--- src/rtl/core/numeric_option_parser_macros.svh ---
// ----------------------------------------------------------------------------
// Numeric option parser assertion macros
// Shared wrappers for the concurrent checks of the parser.
// ----------------------------------------------------------------------------
`ifndef NUMERIC_OPTION_PARSER_MACROS_SVH
`define NUMERIC_OPTION_PARSER_MACROS_SVH

// same-cycle implication
`define NOP_ASSERT_IMP(lbl, ck, rn, ante, cons) \
	lbl: assert property (@(posedge ck) disable iff (!rn) (ante) |-> (cons)) \
		else $error("numeric_option_parser: check failed");

// next-cycle implication
`define NOP_ASSERT_NXT(lbl, ck, rn, ante, cons) \
	lbl: assert property (@(posedge ck) disable iff (!rn) (ante) |=> (cons)) \
		else $error("numeric_option_parser: check failed");

`endif

--- src/rtl/core/nop_pkg.sv ---
// ----------------------------------------------------------------------------
// Numeric option parser package
// Character codes, radix select codes, lane control word and char helpers.
// ----------------------------------------------------------------------------
package nop_pkg;

	// radix select: index of the accumulator lane
	typedef enum logic [1:0] {
		SEL_BIN = 2'd0,
		SEL_OCT = 2'd1,
		SEL_DEC = 2'd2,
		SEL_HEX = 2'd3
	} radix_sel_t;

	localparam int NUM_LANES = 4;

	// digit code for a character that is no digit in any radix
	localparam logic [5:0] DIGIT_BAD = 6'd63;

	localparam logic [7:0] CH_ZERO  = 8'h30;
	localparam logic [7:0] CH_NINE  = 8'h39;
	localparam logic [7:0] CH_UA    = 8'h41;
	localparam logic [7:0] CH_UZ    = 8'h5a;
	localparam logic [7:0] CH_LA    = 8'h61;
	localparam logic [7:0] CH_LZ    = 8'h7a;
	localparam logic [7:0] CH_MINUS = 8'h2d;
	localparam logic [7:0] CH_PLUS  = 8'h2b;
	localparam logic [7:0] CH_SPACE = 8'h20;
	localparam logic [7:0] CH_TAB   = 8'h09;
	localparam logic [7:0] CH_CR    = 8'h0d;
	localparam logic [7:0] CH_LX    = 8'h78;
	localparam logic [7:0] CH_LB    = 8'h62;
	localparam logic [7:0] CH_LO    = 8'h6f;
	localparam logic [7:0] CH_LQ    = 8'h71;
	localparam logic [7:0] CH_LD    = 8'h64;
	localparam logic [7:0] CH_LH    = 8'h68;
	localparam logic [7:0] CASE_BIT = 8'h20;

	// control word from the parser to each accumulator lane
	typedef struct packed {
		logic       adv;     // the item in the input stage is consumed
		logic       clr;     // end of string: back to reset values
		logic       sr;      // signed range limit
		logic       feed_a;  // first digit of this cycle
		logic [5:0] dig_a;
		logic       feed_b;  // second digit (word closed by the last char)
		logic [5:0] dig_b;
	} lane_ctrl_t;

	// suffix decode result
	typedef struct packed {
		logic       hit;
		radix_sel_t sel;
	} sfx_t;

	function automatic logic is_ws(input logic [7:0] c);
		return (c == CH_SPACE) || (c >= CH_TAB && c <= CH_CR);
	endfunction

	function automatic logic [5:0] digit_val(input logic [7:0] c);
		logic [7:0] d;
		d = 8'd0;
		if (c >= CH_ZERO && c <= CH_NINE) begin
			d = c - CH_ZERO;
		end else if (c >= CH_UA && c <= CH_UZ) begin
			d = c - CH_UA + 8'd10;
		end else if (c >= CH_LA && c <= CH_LZ) begin
			d = c - CH_LA + 8'd10;
		end else begin
			d = {2'b00, DIGIT_BAD};
		end
		return d[5:0];
	endfunction

	function automatic sfx_t sfx_decode(input logic [7:0] c);
		logic [7:0] u;
		sfx_t       s;
		u = c | CASE_BIT;
		s.hit = 1'b1;
		s.sel = SEL_DEC;
		if (u == CH_LB) begin
			s.sel = SEL_BIN;
		end else if (u == CH_LO || u == CH_LQ) begin
			s.sel = SEL_OCT;
		end else if (u == CH_LD) begin
			s.sel = SEL_DEC;
		end else if (u == CH_LH) begin
			s.sel = SEL_HEX;
		end else begin
			s.hit = 1'b0;
		end
		return s;
	endfunction

endpackage

--- src/rtl/core/nop_in_if.sv ---
// ----------------------------------------------------------------------------
// Numeric option parser input channel
// One character word per handshake, last character marked.
// ----------------------------------------------------------------------------
interface nop_in_if;
	logic       valid;
	logic       ready;
	logic [7:0] char_in;
	logic       is_last;

	modport source (output valid, char_in, is_last, input ready);
	modport sink (input valid, char_in, is_last, output ready);
endinterface

--- src/rtl/core/nop_out_if.sv ---
// ----------------------------------------------------------------------------
// Numeric option parser result channel
// One result word per parsed string: value, fail flag and error index.
// ----------------------------------------------------------------------------
interface nop_out_if #(
	parameter int WORD_BITS = 16,
	parameter int POS_BITS  = 8
);
	logic                 valid;
	logic                 ready;
	logic [WORD_BITS-1:0] value;
	logic                 failed;
	logic [POS_BITS-1:0]  error_pos;

	modport source (output valid, value, failed, error_pos, input ready);
	modport sink (input valid, value, failed, error_pos, output ready);
endinterface

--- src/rtl/core/nop_lane.sv ---
// ----------------------------------------------------------------------------
// Numeric option parser accumulator lane
// One fixed-radix accumulator with overflow / bad digit stop and position.
// ----------------------------------------------------------------------------
module nop_lane #(
	parameter int                  WORD_BITS = 16,
	parameter int                  POS_BITS  = 8,
	parameter nop_pkg::radix_sel_t SEL       = nop_pkg::SEL_DEC
) (
	input  logic                 clk,
	input  logic                 arst_n,
	input  nop_pkg::lane_ctrl_t  ctrl,
	input  logic [POS_BITS-1:0]  pos_a,
	input  logic [POS_BITS-1:0]  pos_b,
	output logic [WORD_BITS-1:0] acc_nx,
	output logic                 stop_nx,
	output logic [POS_BITS-1:0]  spos_nx
);

	// product width: n * 16 + 15 fits
	localparam int XW = WORD_BITS + 4;
	localparam logic [XW-1:0] UMAX_X = {4'b0000, {WORD_BITS{1'b1}}};
	localparam logic [XW-1:0] SMAX_X = UMAX_X >> 1;
	localparam logic [5:0] RADIX =
		(SEL == nop_pkg::SEL_BIN) ? 6'd2 :
		(SEL == nop_pkg::SEL_OCT) ? 6'd8 :
		(SEL == nop_pkg::SEL_DEC) ? 6'd10 : 6'd16;

	logic [WORD_BITS-1:0] acc_q;
	logic                 stop_q;
	logic [POS_BITS-1:0]  spos_q;

	// n * radix + d, from shifts and adds
	function automatic logic [XW-1:0] scale(input logic [WORD_BITS-1:0] n,
		input logic [5:0] d);
		logic [XW-1:0] ext;
		logic [XW-1:0] p;
		ext = {4'b0000, n};
		unique case (SEL)
			nop_pkg::SEL_BIN: p = ext << 1;
			nop_pkg::SEL_OCT: p = ext << 3;
			nop_pkg::SEL_DEC: p = (ext << 3) + (ext << 1);
			default:          p = ext << 4;
		endcase
		return p + XW'(d);
	endfunction

	logic [XW-1:0]        maxn;
	logic [XW-1:0]        prod_a;
	logic [XW-1:0]        prod_b;
	logic                 bad_a;
	logic                 bad_b;
	logic [WORD_BITS-1:0] acc_a;
	logic                 stop_a;
	logic [POS_BITS-1:0]  spos_a;

	// two chained digit steps
	always_comb begin
		maxn   = ctrl.sr ? SMAX_X : UMAX_X;
		prod_a = scale(acc_q, ctrl.dig_a);
		bad_a  = (ctrl.dig_a >= RADIX) || (prod_a > maxn);
		acc_a  = acc_q;
		stop_a = stop_q;
		spos_a = spos_q;
		if (ctrl.feed_a && !stop_q) begin
			if (bad_a) begin
				stop_a = 1'b1;
				spos_a = pos_a;
			end else begin
				acc_a = prod_a[WORD_BITS-1:0];
			end
		end

		prod_b  = scale(acc_a, ctrl.dig_b);
		bad_b   = (ctrl.dig_b >= RADIX) || (prod_b > maxn);
		acc_nx  = acc_a;
		stop_nx = stop_a;
		spos_nx = spos_a;
		if (ctrl.feed_b && !stop_a) begin
			if (bad_b) begin
				stop_nx = 1'b1;
				spos_nx = pos_b;
			end else begin
				acc_nx = prod_b[WORD_BITS-1:0];
			end
		end
	end

	// lane state
	always_ff @(posedge clk or negedge arst_n) begin
		if (!arst_n) begin
			acc_q  <= '0;
			stop_q <= 1'b0;
			spos_q <= '0;
		end else if (ctrl.adv) begin
			if (ctrl.clr) begin
				acc_q  <= '0;
				stop_q <= 1'b0;
				spos_q <= '0;
			end else begin
				acc_q  <= acc_nx;
				stop_q <= stop_nx;
				spos_q <= spos_nx;
			end
		end
	end

endmodule

--- src/rtl/core/numeric_option_parser.sv ---
// ----------------------------------------------------------------------------
// Numeric option parser
// Parses a numeric option string, one character per word, with sign, 0x
// prefix or b/o/q/d/h radix suffix, into a word with fail flag and position.
// ----------------------------------------------------------------------------
//  channel | dir | word                          | end of item
//  chars   | in  | char_in[7:0], is_last         | is_last = 1
//  result  | out | value, failed, error_pos      | one word per string
//
//  One character per cycle but for the last-character stall below. A
//  character sits in the input register, then the parser and four radix
//  lanes update in one pass. The result is registered: valid rises as the
//  last char leaves. Reset clears all parser state at once; no clearing pass.
//  While a result waits, plain characters keep flowing; a last character
//  waits in the input register until the result register frees up.
// ----------------------------------------------------------------------------
`include "numeric_option_parser_macros.svh"

module numeric_option_parser #(
	parameter int WORD_BITS = 16,
	parameter int POS_BITS  = 8
) (
	input logic        clk,
	input logic        arst_n,
	nop_in_if.sink     chars,
	nop_out_if.source  result
);

	typedef enum logic [2:0] {
		PH_LEAD  = 3'd0,
		PH_START = 3'd1,
		PH_ONE   = 3'd2,
		PH_MORE  = 3'd3,
		PH_HEX   = 3'd4,
		PH_TRAIL = 3'd5,
		PH_JUNK  = 3'd6
	} phase_t;

	// input stage
	logic       valid_s1;
	logic [7:0] char_s1;
	logic       last_s1;
	logic       s1_fire;

	// parser state
	phase_t               phase_q;
	logic                 neg_q;
	logic                 sr_q;
	logic [7:0]           held_q;
	logic [POS_BITS-1:0]  hpos_q;
	logic [POS_BITS-1:0]  position_q;
	logic [POS_BITS-1:0]  junk_q;
	nop_pkg::radix_sel_t  rsel_q;

	// result register
	logic                 out_valid_q;
	logic [WORD_BITS-1:0] value_q;
	logic                 failed_q;
	logic [POS_BITS-1:0]  error_pos_q;

	assign s1_fire     = valid_s1 && (!last_s1 || !out_valid_q || result.ready);
	assign chars.ready = !valid_s1 || s1_fire;

	// input register
	always_ff @(posedge clk or negedge arst_n) begin
		if (!arst_n) begin
			valid_s1 <= 1'b0;
		end else if (chars.ready) begin
			valid_s1 <= chars.valid;
		end
	end

	always_ff @(posedge clk) begin
		if (chars.ready && chars.valid) begin
			char_s1 <= chars.char_in;
			last_s1 <= chars.is_last;
		end
	end

	// per-character step
	logic                 ws;
	phase_t               ph1;
	logic                 neg1;
	logic                 sr1;
	logic [7:0]           held1;
	logic [POS_BITS-1:0]  hpos1;
	logic [POS_BITS-1:0]  junk1;
	nop_pkg::radix_sel_t  rsel1;
	nop_pkg::radix_sel_t  rsel2;
	nop_pkg::sfx_t        sfx_q;
	nop_pkg::sfx_t        sfx1;
	logic                 feed_a;
	logic [5:0]           dig_a;
	logic [POS_BITS-1:0]  pos_a;
	logic                 feed_b;
	logic [POS_BITS-1:0]  pos_nx;

	always_comb begin
		ws     = nop_pkg::is_ws(char_s1);
		sfx_q  = nop_pkg::sfx_decode(held_q);
		pos_nx = (position_q == {POS_BITS{1'b1}}) ? position_q : position_q + 1'b1;
		ph1    = phase_q;
		neg1   = neg_q;
		sr1    = sr_q;
		held1  = held_q;
		hpos1  = hpos_q;
		junk1  = junk_q;
		rsel1  = rsel_q;
		feed_a = 1'b0;
		dig_a  = nop_pkg::digit_val(held_q);
		pos_a  = hpos_q;
		unique case (phase_q)
			PH_LEAD: begin
				if (!ws) begin
					if (char_s1 == nop_pkg::CH_MINUS) begin
						neg1 = 1'b1;
						sr1  = 1'b1;
						ph1  = PH_START;
					end else if (char_s1 == nop_pkg::CH_PLUS) begin
						sr1 = 1'b1;
						ph1 = PH_START;
					end else begin
						held1 = char_s1;
						hpos1 = position_q;
						ph1   = PH_ONE;
					end
				end
			end
			PH_START: begin
				if (ws) begin
					rsel1 = nop_pkg::SEL_DEC;
					ph1   = PH_TRAIL;
				end else begin
					held1 = char_s1;
					hpos1 = position_q;
					ph1   = PH_ONE;
				end
			end
			PH_ONE: begin
				if (ws) begin
					feed_a = 1'b1;
					rsel1  = nop_pkg::SEL_DEC;
					ph1    = PH_TRAIL;
				end else if (held_q == nop_pkg::CH_ZERO &&
						(char_s1 | nop_pkg::CASE_BIT) == nop_pkg::CH_LX) begin
					ph1 = PH_HEX;
				end else begin
					feed_a = 1'b1;
					held1  = char_s1;
					hpos1  = position_q;
					ph1    = PH_MORE;
				end
			end
			PH_MORE: begin
				if (ws) begin
					// a held suffix picks the radix, anything else is a digit
					feed_a = !sfx_q.hit;
					rsel1  = sfx_q.hit ? sfx_q.sel : nop_pkg::SEL_DEC;
					ph1    = PH_TRAIL;
				end else begin
					feed_a = 1'b1;
					held1  = char_s1;
					hpos1  = position_q;
				end
			end
			PH_HEX: begin
				if (ws) begin
					rsel1 = nop_pkg::SEL_HEX;
					ph1   = PH_TRAIL;
				end else begin
					feed_a = 1'b1;
					dig_a  = nop_pkg::digit_val(char_s1);
					pos_a  = position_q;
				end
			end
			PH_TRAIL: begin
				if (!ws) begin
					junk1 = position_q;
					ph1   = PH_JUNK;
				end
			end
			PH_JUNK: begin
			end
			default: begin
				ph1 = PH_LEAD;
			end
		endcase

		// last character closes an open word
		sfx1   = nop_pkg::sfx_decode(held1);
		feed_b = 1'b0;
		rsel2  = rsel1;
		if (last_s1) begin
			unique case (ph1)
				PH_START: rsel2 = nop_pkg::SEL_DEC;
				PH_ONE: begin
					feed_b = 1'b1;
					rsel2  = nop_pkg::SEL_DEC;
				end
				PH_MORE: begin
					feed_b = !sfx1.hit;
					rsel2  = sfx1.hit ? sfx1.sel : nop_pkg::SEL_DEC;
				end
				PH_HEX:  rsel2 = nop_pkg::SEL_HEX;
				default: rsel2 = rsel1;
			endcase
		end
	end

	// accumulator lanes
	nop_pkg::lane_ctrl_t  lane_ctrl;
	logic [WORD_BITS-1:0] acc_nx  [nop_pkg::NUM_LANES];
	logic                 stop_nx [nop_pkg::NUM_LANES];
	logic [POS_BITS-1:0]  spos_nx [nop_pkg::NUM_LANES];

	always_comb begin
		lane_ctrl.adv    = s1_fire;
		lane_ctrl.clr    = last_s1;
		lane_ctrl.sr     = sr1;
		lane_ctrl.feed_a = feed_a;
		lane_ctrl.dig_a  = dig_a;
		lane_ctrl.feed_b = feed_b;
		lane_ctrl.dig_b  = nop_pkg::digit_val(held1);
	end

	for (genvar g = 0; g < nop_pkg::NUM_LANES; g++) begin : g_lane
		nop_lane #(
			.WORD_BITS (WORD_BITS),
			.POS_BITS  (POS_BITS),
			.SEL       (nop_pkg::radix_sel_t'(g))
		) u_lane (
			.clk     (clk),
			.arst_n  (arst_n),
			.ctrl    (lane_ctrl),
			.pos_a   (pos_a),
			.pos_b   (hpos1),
			.acc_nx  (acc_nx[g]),
			.stop_nx (stop_nx[g]),
			.spos_nx (spos_nx[g])
		);
	end

	// result select
	logic [WORD_BITS-1:0] res_mag;
	logic [WORD_BITS-1:0] res_value;
	logic                 res_failed;
	logic [POS_BITS-1:0]  res_pos;

	always_comb begin
		res_mag   = acc_nx[rsel2];
		res_value = neg1 ? ({WORD_BITS{1'b0}} - res_mag) : res_mag;
		if (stop_nx[rsel2]) begin
			res_failed = 1'b1;
			res_pos    = spos_nx[rsel2];
		end else if (ph1 == PH_JUNK) begin
			res_failed = 1'b1;
			res_pos    = junk1;
		end else begin
			res_failed = 1'b0;
			res_pos    = '0;
		end
	end

	// parser state and result valid
	always_ff @(posedge clk or negedge arst_n) begin
		if (!arst_n) begin
			phase_q     <= PH_LEAD;
			neg_q       <= 1'b0;
			sr_q        <= 1'b0;
			held_q      <= '0;
			hpos_q      <= '0;
			position_q  <= '0;
			junk_q      <= '0;
			rsel_q      <= nop_pkg::SEL_DEC;
			out_valid_q <= 1'b0;
		end else begin
			if (s1_fire && last_s1) begin
				out_valid_q <= 1'b1;
			end else if (result.ready) begin
				out_valid_q <= 1'b0;
			end
			if (s1_fire) begin
				if (last_s1) begin
					phase_q    <= PH_LEAD;
					neg_q      <= 1'b0;
					sr_q       <= 1'b0;
					held_q     <= '0;
					hpos_q     <= '0;
					position_q <= '0;
					junk_q     <= '0;
					rsel_q     <= nop_pkg::SEL_DEC;
				end else begin
					phase_q    <= ph1;
					neg_q      <= neg1;
					sr_q       <= sr1;
					held_q     <= held1;
					hpos_q     <= hpos1;
					position_q <= pos_nx;
					junk_q     <= junk1;
					rsel_q     <= rsel1;
				end
			end
		end
	end

	// result payload
	always_ff @(posedge clk) begin
		if (s1_fire && last_s1) begin
			value_q     <= res_value;
			failed_q    <= res_failed;
			error_pos_q <= res_pos;
		end
	end

	assign result.valid     = out_valid_q;
	assign result.value     = value_q;
	assign result.failed    = failed_q;
	assign result.error_pos = error_pos_q;

	// checks
	`NOP_ASSERT_NXT(a_last_gives_result, clk, arst_n, s1_fire && last_s1, out_valid_q)
	`NOP_ASSERT_NXT(a_last_restarts, clk, arst_n, s1_fire && last_s1, phase_q == PH_LEAD && position_q == '0)
	`NOP_ASSERT_IMP(a_ok_pos_zero, clk, arst_n, out_valid_q && !failed_q, error_pos_q == '0)
	`NOP_ASSERT_IMP(a_empty_stage_ready, clk, arst_n, !valid_s1, chars.ready)
	`NOP_ASSERT_IMP(a_lead_no_sign, clk, arst_n, phase_q == PH_LEAD, !neg_q && !sr_q)

endmodule

--- src/flat_wrapper.sv ---
// flat-port wrapper written by rule: the top's interface ports become plain ports
module numeric_option_parser_flat 
#(
	parameter int WORD_BITS = 16,
	parameter int POS_BITS  = 8
)
  (clk, arst_n, chars_valid, chars_char_in, chars_is_last, chars_ready, result_valid, result_value, result_failed, result_error_pos, result_ready);
  nop_in_if chars_i ();
  nop_out_if #(.WORD_BITS(WORD_BITS), .POS_BITS(POS_BITS)) result_i ();
  input logic clk;
  input logic arst_n;
  input wire logic [$bits(chars_i.valid)-1:0] chars_valid;
  input wire logic [$bits(chars_i.char_in)-1:0] chars_char_in;
  input wire logic [$bits(chars_i.is_last)-1:0] chars_is_last;
  output wire logic [$bits(chars_i.ready)-1:0] chars_ready;
  output wire logic [$bits(result_i.valid)-1:0] result_valid;
  output wire logic [$bits(result_i.value)-1:0] result_value;
  output wire logic [$bits(result_i.failed)-1:0] result_failed;
  output wire logic [$bits(result_i.error_pos)-1:0] result_error_pos;
  input wire logic [$bits(result_i.ready)-1:0] result_ready;
  assign chars_i.valid = chars_valid;
  assign chars_i.char_in = chars_char_in;
  assign chars_i.is_last = chars_is_last;
  assign chars_ready = chars_i.ready;
  assign result_valid = result_i.valid;
  assign result_value = result_i.value;
  assign result_failed = result_i.failed;
  assign result_error_pos = result_i.error_pos;
  assign result_i.ready = result_ready;
  numeric_option_parser #(.WORD_BITS(WORD_BITS), .POS_BITS(POS_BITS)) u_core (.clk(clk), .arst_n(arst_n), .chars(chars_i), .result(result_i));
endmodule
--- config.mk ---
export PLATFORM = sky130hd
export DESIGN_NAME = numeric_option_parser_flat
export DESIGN_NICKNAME = d
export VERILOG_FILES = /design/src/rtl/core/nop_pkg.sv /design/src/rtl/core/nop_in_if.sv /design/src/rtl/core/nop_out_if.sv /design/src/rtl/core/nop_lane.sv /design/src/rtl/core/numeric_option_parser.sv /design/src/flat_wrapper.sv
export VERILOG_INCLUDE_DIRS = /design/src /design/src/rtl/core
export SDC_FILE = /design/constraint.sdc
export NUM_CORES = 1
export LEC_CHECK = 0
export ABC_AREA = 1
export ABC_CLOCK_PERIOD_IN_PS = 17000
export BUFFER_PORTS_ARGS = -buffer_cell sky130_fd_sc_hd__buf_2
export CORE_UTILIZATION = 55
export DETAILED_ROUTE_END_ITERATION = 10
export PLACE_DENSITY = 0.71
export SLEW_MARGIN = 10
export SYNTH_ARGS = -nofsm -noshare
export SYNTH_HDL_FRONTEND = slang
export SYNTH_HIERARCHICAL = 1
export SYNTH_SLANG_ARGS = --single-unit
export TNS_END_PERCENT = 1
--- constraint.sdc ---
create_clock -name clk -period 17 [get_ports clk]
set_clock_uncertainty 0.15 [all_clocks]
set_input_delay 1.7 -clock clk [delete_from_list [all_inputs] [get_ports clk]]
set_output_delay 1.7 -clock clk [all_outputs]
set_load 0.05 [all_outputs]
==> results.yml <==
synth:
  syn-cell-area_um2: 21000
  netlist_top_cells_area: "nand2_1, dfrtp_1, nand3_1"
  synth_xor_area_share_pct: 1.63
  synthAdderAreaFrac_pct: 8.12
  syn_inst: 3284
  syn_avg_cell_area_um2: 6.39
  ys_warn_count: 6
  synth_cell_types: 76
  synth_simple_gate_area_share_pct: 46.4
  syn-num-nets: 3426
  synth.yosys.seq_area_share_pct: 21.7
  synth_seq_cells: 175
  async_reset_ff_share_pct: 80.6
  yosys_most_used_dff: "dfrtp_1"
  synth_top_family_by_area: "simple AND/OR/NAND/NOR gates"
  synth_edf_count: 34
  yosys.area.top_type_share_pct: 17.6
  synth_area_leader_cell: "nand2_1"
  synthMuxAreaShare_pct: 1.29
  synth-compound-area-share_pct: 8.81
setup_path:
  crit_top_cell: "nand2_1"
  max_stage_delay_ns: 0.65
  cp.arrival_ns: 12.70
  r2r_cells: 73
  cp.depth: 73
  cp-end-kind: "register"
  worstPathMaxFanout: 23
  critical_path_class: "reg2reg"
  cp_top_family: "simple AND/OR/NAND/NOR gates"
  critPathLaunchType: "register"
  worstReg2RegStart: "u_core/char_s1[4]"
  worst-r2r-setup-slack_ns: 4.37
  crit_path_end: "u_core/result.value[6]"
  rr_endpoint: "u_core/result.value[6]"
  critical_path.slowest_cell: "nor2_1"
  crit_buf_inv: 15
  crit_required_ns: 17.07
  setup.worst_path.start: "u_core/char_s1[4]"
die:
  fp.dieArea_um2: 39000
  io_pins: 40
  dieHeight_um: 197
  die_w_um: 197
  core_um2: 37600
  start_util_pct: 55.9
  core.rowCount: 71
placed_design:
  place_area_um2: 21400
  dp_hpwl_um: 52100
  gp_congestion: 0.984
  preCtsSetupSlack_ns: 4.69
  port_buffers: 39
global_route:
  grt-ovfl-total: 0
  antenna_found_initial: 0
  grt_pass1_wl_um: 107000
  grt_use_total_pct: 35.0
  grt_max_degree: 74
  grt_pass1_vias: 20200
cells_and_area:
  layout.nets: 3412
  multiInputGateArea_um2: 13900
  diodes: 0
  mostFrequentLayoutCells: "nand2_1, inv_1, nand3_1"
  fin_util_pct: 58.5
  nFillCells: 3744
  layout_commonest_cell: "nand2_1"
  design_area_um2: 22000
  drive_above_1_share_pct: 11.1
  seq_area_um2: 4550
  areaGrowthSynthToFinish_pct: 4.62
clock_tree:
  cts_buffers: 17
  cts_hold_buf: 0
  cts_tree: "built"
  clock_latency_ns: 0.47
  cts_resized: 0
  ctsLongestPathBuffers: 2
  clock_sinks: 175
  h-tree-depth: 4
  path_clk_slew_ns: 0.07
  root_buffer: "clkbuf_16"
  cts_setup_buffers: 0
sta:
  slew_violations: 0
  fin_ws_ns: 4.37
  timing.final.crit_share_pct: 74.3
  tightest_slew_ns: 0.944
  finalSetupViolCount: 0
  fmax_mhz: 79.2
  finalCriticalPeriod_ns: 12.63
  maxSlewHeadroom_pct: 36.7
  tns_ns: 0
  finalHoldViolations: 0
  rsz0062_at_grt: "false"
run_status:
  status: "finished, final reports clean"
power:
  total_leakage_power_uw: 0.0117
  power_density_nw_per_um2: 94.6
  power.total_uw: 2080
  ir_drop_v: 0.0000819
drt:
  totalWireLength_um: 67300
  drc: 0
  detail_route.first_pass.iterations: 6
  viasPerCell: 5.73
  detail-route-antenna-nets: 0
  wire_per_inst_um: 17.7
  first_iter_violations: 1874
  vias: 21800
worst_hold_path:
  min_from: "u_core/g_lane[0].u_lane/spos_q[5]"
  hold_path_class: "reg2reg"
flow_run:
  drv_cap: 0
## metal layers
metal	vias to the layer above	wire length [um]	GRT usage, %	share of wire [%]
met3	158	4940	5.21	7.3
met5	-	0	0	0
met4	0	2830	15.4	4.2
li1	10700	-	-	-
met2	819	30200	56.0	45
met1	10100	29400	46.7	44
## layout make-up
class | instances | area share (%)
clock buffer | 17 | 1.94
clock inverter | 15 | 0.837
inverter | 506 | 8.67
multi-input combinational | 2513 | 63.4
sequential | 175 | 20.7
tap | 511 | 2.91
timing repair buffer | 57 | 1.53
## report_power, final
group          switching, uW  internal (uW)
Combinational            784            336
Clock                    193            234
Sequential              44.3            486
Total                   1020           1060
## tightest hold or removal path, delay by kind of cell (launching register included)
family        cells  cell delay, ns
flops             1            0.34
simple gates      2            0.11
## flip-flops by register name, indices dropped and copies added, names as in the netlist
name,count
u_core/held_q,8
u_core/valid_s1,1
u_core/g_lane.u_lane/stop_q,4
u_core/char_s1,8
u_core/result.valid,1
u_core/result.error_pos,8
u_core/junk_q,8
u_core/neg_q,1
u_core/result.value,16
u_core/g_lane.u_lane/acc_q,64
u_core/phase_q,3
u_core/sr_q,1
u_core/position_q,8
u_core/result.failed,1
u_core/g_lane.u_lane/spos_q,32
u_core/last_s1,1
u_core/rsel_q,2
u_core/hpos_q,8
## stage by stage
step           cells  hold WS (ns)
3_5_place_dp    3762         0.312
6_report        3794         0.331
3_3_place_gp    3762         0.306
5_1_grt         3794         0.346
4_1_cts         3794         0.333
2_1_floorplan   3284         0.294
## Yosys cell counts, types with 15 or more instances
library cell,n
a21oi_1,48
and2_1,95
buf_2,18
buf_6,25
clkbuf_1,31
dfrtp_1,140
edfxtp_1,34
ha_1,117
inv_1,455
inv_2,34
mux2_2,24
nand2_1,987
nand2_2,76
nand2_4,23
nand3_1,376
nand3_2,22
nand3b_1,16
nand4_1,127
nor2_1,182
nor2_2,27
nor2_4,15
nor3_1,23
o21ai_0,101
o21ai_1,21
o22ai_1,41
or2_2,16
xor2_1,33
## worst min path at each step
stage | endpoint | slack, ns | cells after the start
2_1_floorplan | u_core/g_lane[0].u_lane/spos_q[0] | 0.29 | 2
4_1_cts | u_core/g_lane[0].u_lane/spos_q[1] | 0.33 | 2
3_5_place_dp | u_core/g_lane[0].u_lane/spos_q[1] | 0.31 | 2
6_report | u_core/g_lane[0].u_lane/spos_q[5] | 0.33 | 2
3_3_place_gp | u_core/g_lane[3].u_lane/spos_q[0] | 0.31 | 2
5_1_grt | u_core/g_lane[1].u_lane/spos_q[1] | 0.35 | 2
## logic make-up (layout without fill, tap and decap cells)
| logic type | count (synthesis) | after routing |
|---|---|---|
| buffers and inverters | 596 | 595 |
| DFF | 175 | 175 |
| muxes | 24 | 24 |
| adders and majority gates | 129 | 129 |
| AOI/OAI and AO/OA | 299 | 299 |
| xor gates and xnor gates | 39 | 39 |
| and+or+nand+nor | 2022 | 2022 |
(Power assumes the default switching activity.)
